$ cat src/hdl/pmfb_pkg.sv
package pmfb_pkg;

  localparam int Columns = 128;
  localparam int Pages   = 8;
  localparam int Rows    = Pages * 8;
  localparam int Depth   = Columns * Pages;
  localparam int AddrW   = $clog2(Depth);
  localparam int GrpW    = (Pages > 1) ? $clog2(Pages) : 1;

  localparam logic [7:0] XMax = 8'(Columns - 1);
  localparam logic [7:0] YMax = 8'(Rows - 1);

  typedef logic [AddrW-1:0] addr_t;
  typedef logic [GrpW-1:0]  group_t;

  typedef enum logic [1:0] {
    OP_PIXEL = 2'd0,
    OP_RECT  = 2'd1,
    OP_CLEAR = 2'd2,
    OP_READ  = 2'd3
  } op_e;

  typedef struct packed {
    logic       re;
    addr_t      raddr;
    logic       we;
    addr_t      waddr;
    logic [7:0] wdata;
  } mem_req_t;

  // byte address of column x, page pg
  function automatic addr_t store_addr(logic [7:0] x, group_t pg);
    return addr_t'(int'(x) * Pages + int'(pg));
  endfunction

  // row group 0 is the top eight rows, held in the highest page
  function automatic group_t page_of(group_t g);
    return group_t'(Pages - 1 - int'(g));
  endfunction

endpackage

$ cat src/hdl/pmfb_ctrl.sv
module pmfb_ctrl (
  input  logic               clk_i,
  input  logic               rst_ni,
  input  logic               in_valid_i,
  output logic               in_ready_o,
  input  logic [1:0]         operation_i,
  input  logic [7:0]         x_start_i,
  input  logic [7:0]         y_start_i,
  input  logic [7:0]         x_end_i,
  input  logic [7:0]         y_end_i,
  input  logic               pixel_on_i,
  input  logic [2:0]         page_index_i,
  input  logic               out_free_i,
  output logic               res_push_o,
  output logic [7:0]         res_data_o,
  output pmfb_pkg::mem_req_t mem_req_o,
  input  logic [7:0]         mem_rdata_i
);

  typedef enum logic [2:0] {
    S_CLEAR,
    S_IDLE,
    S_FILL,
    S_DONE
  } state_e;

  state_e               state_q, state_d;
  logic [7:0]           x_q, x_d, x1_q, x1_d;
  pmfb_pkg::group_t     g_q, g_d, g0_q, g0_d, g1_q, g1_d;
  logic [2:0]           ylo_q, ylo_d, yhi_q, yhi_d;
  logic                 on_q, on_d;
  pmfb_pkg::addr_t      addr_q, addr_d;
  pmfb_pkg::addr_t      clr_q, clr_d;
  logic                 init_q, init_d;
  logic                 rd_sel_q, rd_sel_d;

  logic [7:0]           x_lim, y_lim, x1c, y1c;
  logic                 empty, rd_ok, last_g, last;
  pmfb_pkg::group_t     g0_in, g1_in, ng;
  logic [7:0]           nx;
  logic [2:0]           lo, hi;
  logic [7:0]           mask;

  assign in_ready_o = (state_q == S_IDLE);

  // clip the far corner; a single pixel is a one-by-one rectangle
  always_comb begin
    x_lim = (pmfb_pkg::op_e'(operation_i) == pmfb_pkg::OP_PIXEL) ? x_start_i : x_end_i;
    y_lim = (pmfb_pkg::op_e'(operation_i) == pmfb_pkg::OP_PIXEL) ? y_start_i : y_end_i;
    x1c   = (x_lim > pmfb_pkg::XMax) ? pmfb_pkg::XMax : x_lim;
    y1c   = (y_lim > pmfb_pkg::YMax) ? pmfb_pkg::YMax : y_lim;
    empty = (x_start_i > x1c) || (y_start_i > y1c);
    g0_in = pmfb_pkg::group_t'(y_start_i >> 3);
    g1_in = pmfb_pkg::group_t'(y1c >> 3);
    rd_ok = (x_start_i <= pmfb_pkg::XMax) && (5'(page_index_i) < 5'(pmfb_pkg::Pages));
  end

  // walk: row groups inside a column, then next column
  always_comb begin
    last_g = (g_q == g1_q);
    last   = last_g && (x_q == x1_q);
    nx     = last_g ? x_q + 8'd1 : x_q;
    ng     = last_g ? g0_q : g_q + pmfb_pkg::group_t'(1);
    lo     = (g_q == g0_q) ? ylo_q : 3'd0;
    hi     = (g_q == g1_q) ? yhi_q : 3'd7;
    mask   = (8'hFF >> lo) & (8'hFF << (3'd7 - hi));
  end

  always_comb begin
    state_d    = state_q;
    x_d        = x_q;
    x1_d       = x1_q;
    g_d        = g_q;
    g0_d       = g0_q;
    g1_d       = g1_q;
    ylo_d      = ylo_q;
    yhi_d      = yhi_q;
    on_d       = on_q;
    addr_d     = addr_q;
    clr_d      = clr_q;
    init_d     = init_q;
    rd_sel_d   = rd_sel_q;
    mem_req_o  = '0;
    res_push_o = 1'b0;
    res_data_o = 8'h00;

    unique case (state_q)
      S_CLEAR: begin
        mem_req_o.we    = 1'b1;
        mem_req_o.waddr = clr_q;
        mem_req_o.wdata = 8'h00;
        if (clr_q == pmfb_pkg::addr_t'(pmfb_pkg::Depth - 1)) begin
          rd_sel_d = 1'b0;
          state_d  = init_q ? S_IDLE : S_DONE;
          init_d   = 1'b0;
        end else begin
          clr_d = clr_q + pmfb_pkg::addr_t'(1);
        end
      end
      S_IDLE: begin
        if (in_valid_i) begin
          unique case (pmfb_pkg::op_e'(operation_i))
            pmfb_pkg::OP_PIXEL, pmfb_pkg::OP_RECT: begin
              if (empty) begin
                rd_sel_d = 1'b0;
                state_d  = S_DONE;
              end else begin
                mem_req_o.re    = 1'b1;
                mem_req_o.raddr = pmfb_pkg::store_addr(x_start_i, pmfb_pkg::page_of(g0_in));
                addr_d  = mem_req_o.raddr;
                x_d     = x_start_i;
                x1_d    = x1c;
                g_d     = g0_in;
                g0_d    = g0_in;
                g1_d    = g1_in;
                ylo_d   = y_start_i[2:0];
                yhi_d   = y1c[2:0];
                on_d    = pixel_on_i;
                state_d = S_FILL;
              end
            end
            pmfb_pkg::OP_CLEAR: begin
              clr_d   = '0;
              state_d = S_CLEAR;
            end
            pmfb_pkg::OP_READ: begin
              mem_req_o.re    = rd_ok;
              mem_req_o.raddr = pmfb_pkg::store_addr(x_start_i,
                                  pmfb_pkg::group_t'(page_index_i));
              rd_sel_d = rd_ok;
              state_d  = S_DONE;
            end
            default: state_d = S_IDLE;
          endcase
        end
      end
      S_FILL: begin
        mem_req_o.we    = 1'b1;
        mem_req_o.waddr = addr_q;
        mem_req_o.wdata = on_q ? (mem_rdata_i | mask) : (mem_rdata_i & ~mask);
        if (last) begin
          rd_sel_d = 1'b0;
          if (out_free_i) begin
            res_push_o = 1'b1;
            state_d    = S_IDLE;
          end else begin
            state_d = S_DONE;
          end
        end else begin
          // fetch the next byte while this one is written back
          mem_req_o.re    = 1'b1;
          mem_req_o.raddr = pmfb_pkg::store_addr(nx, pmfb_pkg::page_of(ng));
          addr_d = mem_req_o.raddr;
          x_d    = nx;
          g_d    = ng;
        end
      end
      S_DONE: begin
        if (out_free_i) begin
          res_push_o = 1'b1;
          res_data_o = rd_sel_q ? mem_rdata_i : 8'h00;
          state_d    = S_IDLE;
        end
      end
      default: state_d = S_IDLE;
    endcase
  end

  always_ff @(posedge clk_i or negedge rst_ni) begin
    if (!rst_ni) begin
      state_q  <= S_CLEAR;
      clr_q    <= '0;
      init_q   <= 1'b1;
      rd_sel_q <= 1'b0;
    end else begin
      state_q  <= state_d;
      clr_q    <= clr_d;
      init_q   <= init_d;
      rd_sel_q <= rd_sel_d;
    end
  end

  always_ff @(posedge clk_i) begin
    x_q    <= x_d;
    x1_q   <= x1_d;
    g_q    <= g_d;
    g0_q   <= g0_d;
    g1_q   <= g1_d;
    ylo_q  <= ylo_d;
    yhi_q  <= yhi_d;
    on_q   <= on_d;
    addr_q <= addr_d;
  end

`ifndef SYNTHESIS
  a_no_rw_clash: assert property (@(posedge clk_i) disable iff (!rst_ni)
    (mem_req_o.re && mem_req_o.we) |-> (mem_req_o.raddr != mem_req_o.waddr))
    else $error("read and write of the same byte in one cycle");

  a_fill_after_fetch: assert property (@(posedge clk_i) disable iff (!rst_ni)
    (state_q == S_FILL) |-> ($past(mem_req_o.re) && (addr_q == $past(mem_req_o.raddr))))
    else $error("write-back without a matching fetch");

  a_push_into_free: assert property (@(posedge clk_i) disable iff (!rst_ni)
    res_push_o |-> out_free_i)
    else $error("result pushed into an occupied output register");

  a_clear_writes_zero: assert property (@(posedge clk_i) disable iff (!rst_ni)
    (state_q == S_CLEAR) |-> (mem_req_o.we && (mem_req_o.wdata == 8'h00) && !mem_req_o.re))
    else $error("clearing pass not writing zero");
`endif

endmodule

$ cat config.mk
export PLATFORM = sky130hd
export DESIGN_NAME = pmfb_ctrl
export DESIGN_NICKNAME = d
export VERILOG_FILES = /design/src/hdl/pmfb_pkg.sv /design/src/hdl/pmfb_ctrl.sv
export SDC_FILE = /design/constraint.sdc
export NUM_CORES = 1
export LEC_CHECK = 0
export BUFFER_PORTS_ARGS = -buffer_cell sky130_fd_sc_hd__buf_2
export CAP_MARGIN = 20
export CORE_ASPECT_RATIO = 0.7
export CORE_UTILIZATION = 54
export CTS_CLUSTER_SIZE = 12
export DETAILED_ROUTE_END_ITERATION = 16
export GPL_TIMING_DRIVEN = 0
export HOLD_SLACK_MARGIN = 0.15
export PLACE_DENSITY_LB_ADDON = 0.05
export SLEW_MARGIN = 40
export SYNTH_ARGS = -nofsm -noshare
export SYNTH_HDL_FRONTEND = slang
export SYNTH_SLANG_ARGS = --single-unit
$ cat constraint.sdc
create_clock -name clk_i -period 5.1 [get_ports clk_i]
set_input_delay 1.275 -clock clk_i [delete_from_list [all_inputs] [get_ports clk_i]]
set_output_delay 1.275 -clock clk_i [all_outputs]
set_load 0.01 [all_outputs]
## After elaboration in Yosys (flattened, before gate mapping)

Cells that the tools add are included.

- Register bits: 57
- Input bits: 50
- Output and inout bits: 40
- Word-level logic and storage cells: 124

- Add/subtract/negate cells: 9
- $lt $le $gt $ge: 5
- Equal/unequal tests: 21
- Shift operators: 2
- Muxes and demuxes: 55
- Bitwise operators: 5
- Reductions and logical operators: 14

Operators by type and width:

| cell | number |
|---|---|
| 8-bit two-way mux | 13 |
| 10-bit two-way mux | 7 |
| 11-bit case mux with 2 select lines | 2 |
| 10-bit case mux with 2 select lines | 2 |
| 19-bit case mux with 2 select lines | 1 |
| 11-bit two-way mux | 3 |
| 3-bit two-way mux | 11 |
| 10-bit by 3-bit adder with 10-bit output | 3 |
| 8-bit bitwise AND | 2 |
| 8-bit > comparator | 2 |
| 8-bit case mux with 2 select lines | 1 |
| 2-bit inequality test (second input constant) | 7 |
| 3-bit case mux with 4 select lines | 1 |
| 4-bit AND reduction | 3 |
| 10-bit by 1-bit adder with 10-bit output (second input constant) | 1 |
| 10-bit == test (second input constant) | 1 |
| 3-bit case mux with 3 select lines | 1 |
| 3-bit subtractor (first input constant) | 3 |
| 8-bit by 1-bit adder with 8-bit output (second input constant) | 1 |
| 8-bit == test | 1 |
| 8-bit by 6-bit > comparator with 1-bit output (second input constant) | 1 |
| 8-bit by 7-bit > comparator with 1-bit output (second input constant) | 1 |
| 8-bit by 7-bit <= comparator with 1-bit output (second input constant) | 1 |
| 8-bit NOT | 1 |
| 28 further kinds | 41 |

## Logic depth before layout (Yosys ltp)

- Depth in word-level cells: 10
- Gate-level depth with buffers: 12
- Gate-level depth less buffers: 12

## Worst setup path after synthesis

Ideal clock, no wire load.

- Path kind: input port to flip-flop
- Start point: input operation_i[0]
- End point: register addr_q[0], enable pin
- Library setup time: 389 ps
- Data arrival time: 5061 ps
- Required time: 4711 ps
- Path slack: -350 ps
- Stages on the path: 11
- Path buffers: 0
- Cell sequence: or2_2 > or3_1 > nand2_1 > and3_1 > ha_1 > nor2b_1 > o211ai_1 > a211oi_1 > nor4b_4 > nor2b_1 > a2bb2oi_1

- Word-level cells in the longest chain between the ends: 8
- Elaborated cells between the ends (all ways): 15
- Classes of those cells: 4 x order compare; 3 x eq/ne; 4 x mux; 4 x reduce/logical

Ends and longest elaborated chain:

| item | RTL line | RTL |
|---|---|---|
| start: declaration | pmfb_ctrl.sv:6 | `input logic [1:0] operation_i,` |
| 2-bit zero test | pmfb_ctrl.sv:48, pmfb_ctrl.sv:49, pmfb_ctrl.sv:102 |  |
| 8-bit two-way mux (on tied branches) | pmfb_ctrl.sv:48, pmfb_ctrl.sv:49 |  |
| 8-bit by 7-bit > comparator with 1-bit output or 8-bit by 6-bit > comparator with 1-bit output (tied branches) | pmfb_ctrl.sv:50, pmfb_ctrl.sv:51 |  |
| 8-bit two-way mux (on tied branches) | pmfb_ctrl.sv:50, pmfb_ctrl.sv:51 |  |
| 8-bit > comparator | pmfb_ctrl.sv:52 | `empty = (x_start_i > x1c) \|\| (y_start_i > y1c);` |
| 1-bit logical OR | pmfb_ctrl.sv:52 |  |
| 2-bit inequality test (no source line) | - |  |
| 5-bit AND reduction (no source line) * | - |  |
| end signal: assignment | pmfb_ctrl.sv:192 | `addr_q <= addr_d;` |
| end: declaration | pmfb_ctrl.sv:32 | `pmfb_pkg::addr_t addr_q, addr_d;` |

Mark *: on every way between the ends. The rest lies on a longest branch, timed or not.
A chain may end at the register's enable or synchronous reset.

==> impl_metrics.toml <==
[clock_tree]
clock_sinks = 49
hold_buffers = 0
tritoncts = "done"
cts_inserted_buffers = 5
clk_root_buffer_cell = "sky130_fd_sc_hd__clkbuf_8"
cts.path.max_buffers = 2
clk_pin_slew_worst_paths_ns = 0.09
ctsHtreeMaxLevel = 2
clock_insertion_delay_worst_skew_ns = 0.31

[sta]
timing.fmax_mhz = 189
timing.final.crit_share_pct = 104
final-max-slew-violation-count = 0
relative_slew_margins_pct = 44.4
tightest_slew_ns = 0.827
finalClockSkew_ns = 0.00881
number_of_endpoints_with_negative_hold_slack_in_the_final_report = 0
setup_repair_after_global_routing_missed_its_margin = "yes"
hold-worst-slack_ns = 0.466
setup_violations = 11
post-route-worst-setup-slack_ns = -0.195
min_period_ns = 5.30

[global_route]
gr-usage-met1_pct = 43.2
top_usage_layer = "met2"
use_met2_pct = 44.9
grt_start_max_net_pins = 23
grt_pass1_wl_mm = 16.0
grt_antenna_before_repair = 0
groute.usage.overall_pct = 29.2
first_global_vias = 3204
globalRouteMet3Util_pct = 5.53
globalRouteOverflowTotal = 0

[place]
place.detailed.instances = 592
gp_congestion = 0.947
port_buffers = 89
dp_hpwl_mm = 7.70

[detailed_routing]
route.detailed.wl_per_inst_um = 16.7
drtIter0Drc = 357
antenna_left = 0
drt_wl_total_mm = 10.2
first_pass_detailed_route_iteration_total = 5
route.vias.total = 3586
drt_drc_violations_left = 0
detail_route.vias_per_cell = 5.88

[floorplanning]
io_pins = 90
num_rows = 24
core_area_um2 = 6400
dieHeight_um = 71.0
dieWidth_um = 101
effective_utilization_at_floorplan_pct = 57.5
die_area_um2 = 7140

[finish]
area.sequential_um2 = 1400
nNetsFinal = 591
count_of_inserted_antenna_diode_cells = 0
drive_above_1_share_pct = 27.0
fin_cells = 610
flow.area_growth_from_synthesis_pct = 24.7
multi_input_area_um2 = 2230
fill_cells = 501
postLayoutCoreUtil_pct = 71.6

[critical_path]
cp-start-kind = "input port"
crit_arrival_ns = 4.02
reg2reg_slack_ns = 2.83
worstReg2RegStart = "state_q[1]$_DFFE_PN0P_"
rr_worst_depth = 5
cp_data_required_time_ns = 3.83
crit_path_max_fanout = 5
crit_path_end_kind = "primary output"
setup_cp_type = "input port to primary output"
r2r_end = "addr_q[6]$_DFFE_PP_"

[yosys]
ys_seq_elements = 49
sequential_to_total_area_share_from_yosys_stat_pct = 38.2
synth_cell_types = 55
post_synth_instance_area_um2 = 3670
synth.yosys.warnings = 0
synthArstFlopShare_pct = 28.6
synth-edff-count = 35
dominantRegCellSynth = "sky130_fd_sc_hd__edfxtp_1"
syn-mean-instance-area_um2 = 8.96
post_synth_inst_count = 410

[min_path]
hold-path-cell-count = 2
holdPathEnd = "init_q$_DFFE_PN1P_"
hold_path.startpoint = "init_q$_DFFE_PN1P_"
hold_class = "flop to flop"

[power_and_ir_drop]
power.static_leakage_uw = 0.00203
vdd.ir_drop.worst_uv = 219
powerDensity_nw_per_um2 = 388

[run_status]
failed_checks = "negative setup slack"
status = "complete, but fails checks"

[job]
max_cap_violations = 0
## critical path, stage by stage
cell and delay [ns]:
sky130_fd_sc_hd__buf_8 0.10, sky130_fd_sc_hd__or2_4 0.26, sky130_fd_sc_hd__or3_4 0.35, sky130_fd_sc_hd__nand2_4 0.09, sky130_fd_sc_hd__o211ai_1 0.11, sky130_fd_sc_hd__ha_1 0.29
sky130_fd_sc_hd__and4_1 0.23, sky130_fd_sc_hd__nand2b_1 0.11, sky130_fd_sc_hd__a21oi_2 0.17, sky130_fd_sc_hd__nor4b_4 0.20, sky130_fd_sc_hd__buf_4 0.19, sky130_fd_sc_hd__or3b_4 0.39
sky130_fd_sc_hd__a21boi_2 0.13, sky130_fd_sc_hd__buf_2 0.14
## cell usage after synthesis, types with 4 or more instances
| library cell | number | area, um^2 |
|---|---|---|
| sky130_fd_sc_hd__a21oi_1 | 23 | 115 |
| sky130_fd_sc_hd__dfrtp_1 | 13 | 325 |
| sky130_fd_sc_hd__and2_1 | 10 | 62.6 |
| sky130_fd_sc_hd__o21ai_0 | 17 | 85.1 |
| sky130_fd_sc_hd__mux2i_1 | 12 | 120 |
| sky130_fd_sc_hd__xnor2_1 | 15 | 131 |
| sky130_fd_sc_hd__a22oi_1 | 4 | 30.0 |
| sky130_fd_sc_hd__nor2_1 | 24 | 90.1 |
| sky130_fd_sc_hd__o31ai_1 | 5 | 37.5 |
| sky130_fd_sc_hd__a22o_1 | 10 | 87.6 |
| sky130_fd_sc_hd__nand3_1 | 10 | 50.1 |
| sky130_fd_sc_hd__a31oi_1 | 4 | 25.0 |
| sky130_fd_sc_hd__o22ai_1 | 9 | 56.3 |
| sky130_fd_sc_hd__inv_1 | 25 | 93.8 |
| sky130_fd_sc_hd__o211ai_1 | 5 | 37.5 |
| sky130_fd_sc_hd__nor3_1 | 10 | 50.1 |
| sky130_fd_sc_hd__buf_2 | 4 | 20.0 |
| sky130_fd_sc_hd__a21o_1 | 6 | 45.0 |
| sky130_fd_sc_hd__nor2b_1 | 15 | 93.8 |
| sky130_fd_sc_hd__and3_1 | 6 | 37.5 |
| sky130_fd_sc_hd__nand2_1 | 47 | 176 |
| sky130_fd_sc_hd__xor2_1 | 7 | 61.3 |
| sky130_fd_sc_hd__or3_1 | 9 | 56.3 |
| sky130_fd_sc_hd__clkbuf_1 | 13 | 48.8 |
| sky130_fd_sc_hd__nand4_1 | 8 | 50.1 |
| sky130_fd_sc_hd__edfxtp_1 | 35 | 1050 |
| sky130_fd_sc_hd__ha_1 | 23 | 288 |
## through the flow
step           instance area [um^2]  TNS, ns  setup slack [ns]  power (uW)
2_1_floorplan                  3680        0            0.0265        1170
3_3_place_gp                   4240   -18.63             -1.06        1420
3_5_place_dp                   4260    -8.84            -0.630        1450
4_1_cts                        4490    -1.74            -0.261        1740
5_1_grt                        4580    -2.52            -0.316        1890
6_report                       4580    -1.61            -0.195        1780
## layout by cell type, fill, tap and decap left out, drive strengths merged, types with 15 or more instances in the layout
master	netlist	routed
nor2b	15	15
nor2	24	24
xnor2	15	15
o21ai	18	18
ha	23	23
edfxtp	35	35
buf	5	105
inv	25	25
clkbuf	13	18
a21oi	23	23
nand2	48	48
## area by class of cell
type | count | share of cell area [%]
Tap cell | 91 | 2.48
Multi-Input combinational cell | 320 | 48.7
Sequential cell | 49 | 30.6
Clock inverter | 2 | 0.737
Clock buffer | 6 | 1.58
Inverter | 25 | 2.05
Timing Repair Buffer | 99 | 12.0
Buffer | 18 | 1.83
## kinds of logic after synthesis
family          share of synthesized area (%)
simple gates                             22.1
flops                                    38.2
mux                                      3.58
buf+inv                                  4.53
fa+ha+maj                                7.83
compound gates                           18.3
other cells                             0.204
xor+xnor                                 5.24
## how the worst max path moves through the flow
stage	start	end	slack, ns	cells after the start
4_1_cts	operation_i[1]	mem_req_o[20]	-0.26	14
2_1_floorplan	operation_i[0]	addr_q[0]$_DFFE_PP_	0.03	11
3_5_place_dp	operation_i[0]	mem_req_o[27]	-0.63	13
6_report	operation_i[1]	mem_req_o[20]	-0.20	14
3_3_place_gp	operation_i[0]	addr_q[0]$_DFFE_PP_	-1.06	12
5_1_grt	operation_i[1]	mem_req_o[20]	-0.32	14
## routing by layer
metal / share of wire [%] / routed length, um / up-vias
li1: - / - / 1693
met1: 46 / 4680 / 1708
met2: 44 / 4510 / 168
met3: 8.5 / 866 / 17
met4: 1.5 / 152 / 0
met5: 0 / 0 / -
## flip-flops by register name, indices dropped and copies added (netlist names)
| register | flops |
|---|---|
| g_q | 3 |
| addr_q | 10 |
| x_q | 1 |
| g0_q | 3 |
| g1_q | 3 |
| init_q | 1 |
| yhi_q | 3 |
| on_q | 1 |
| state_q | 2 |
| clr_q | 10 |
| ylo_q | 3 |
| rd_sel_q | 1 |
| x1_q | 8 |
## power by group
group / internal (uW) / switching (uW) / total [uW] / leakage [uW]
clock network: 145 / 131 / 277 / 0.0000528
registers: 521 / 73.5 / 594 / 0.000483
logic: 359 / 546 / 905 / 0.00149
## timing repair
action,CTS,global route
setup endpoints to repair,11,24
setup buffers,5,5
resized for setup,21,17
pin swaps,12,12
Power figures use the tool's default switching activity.
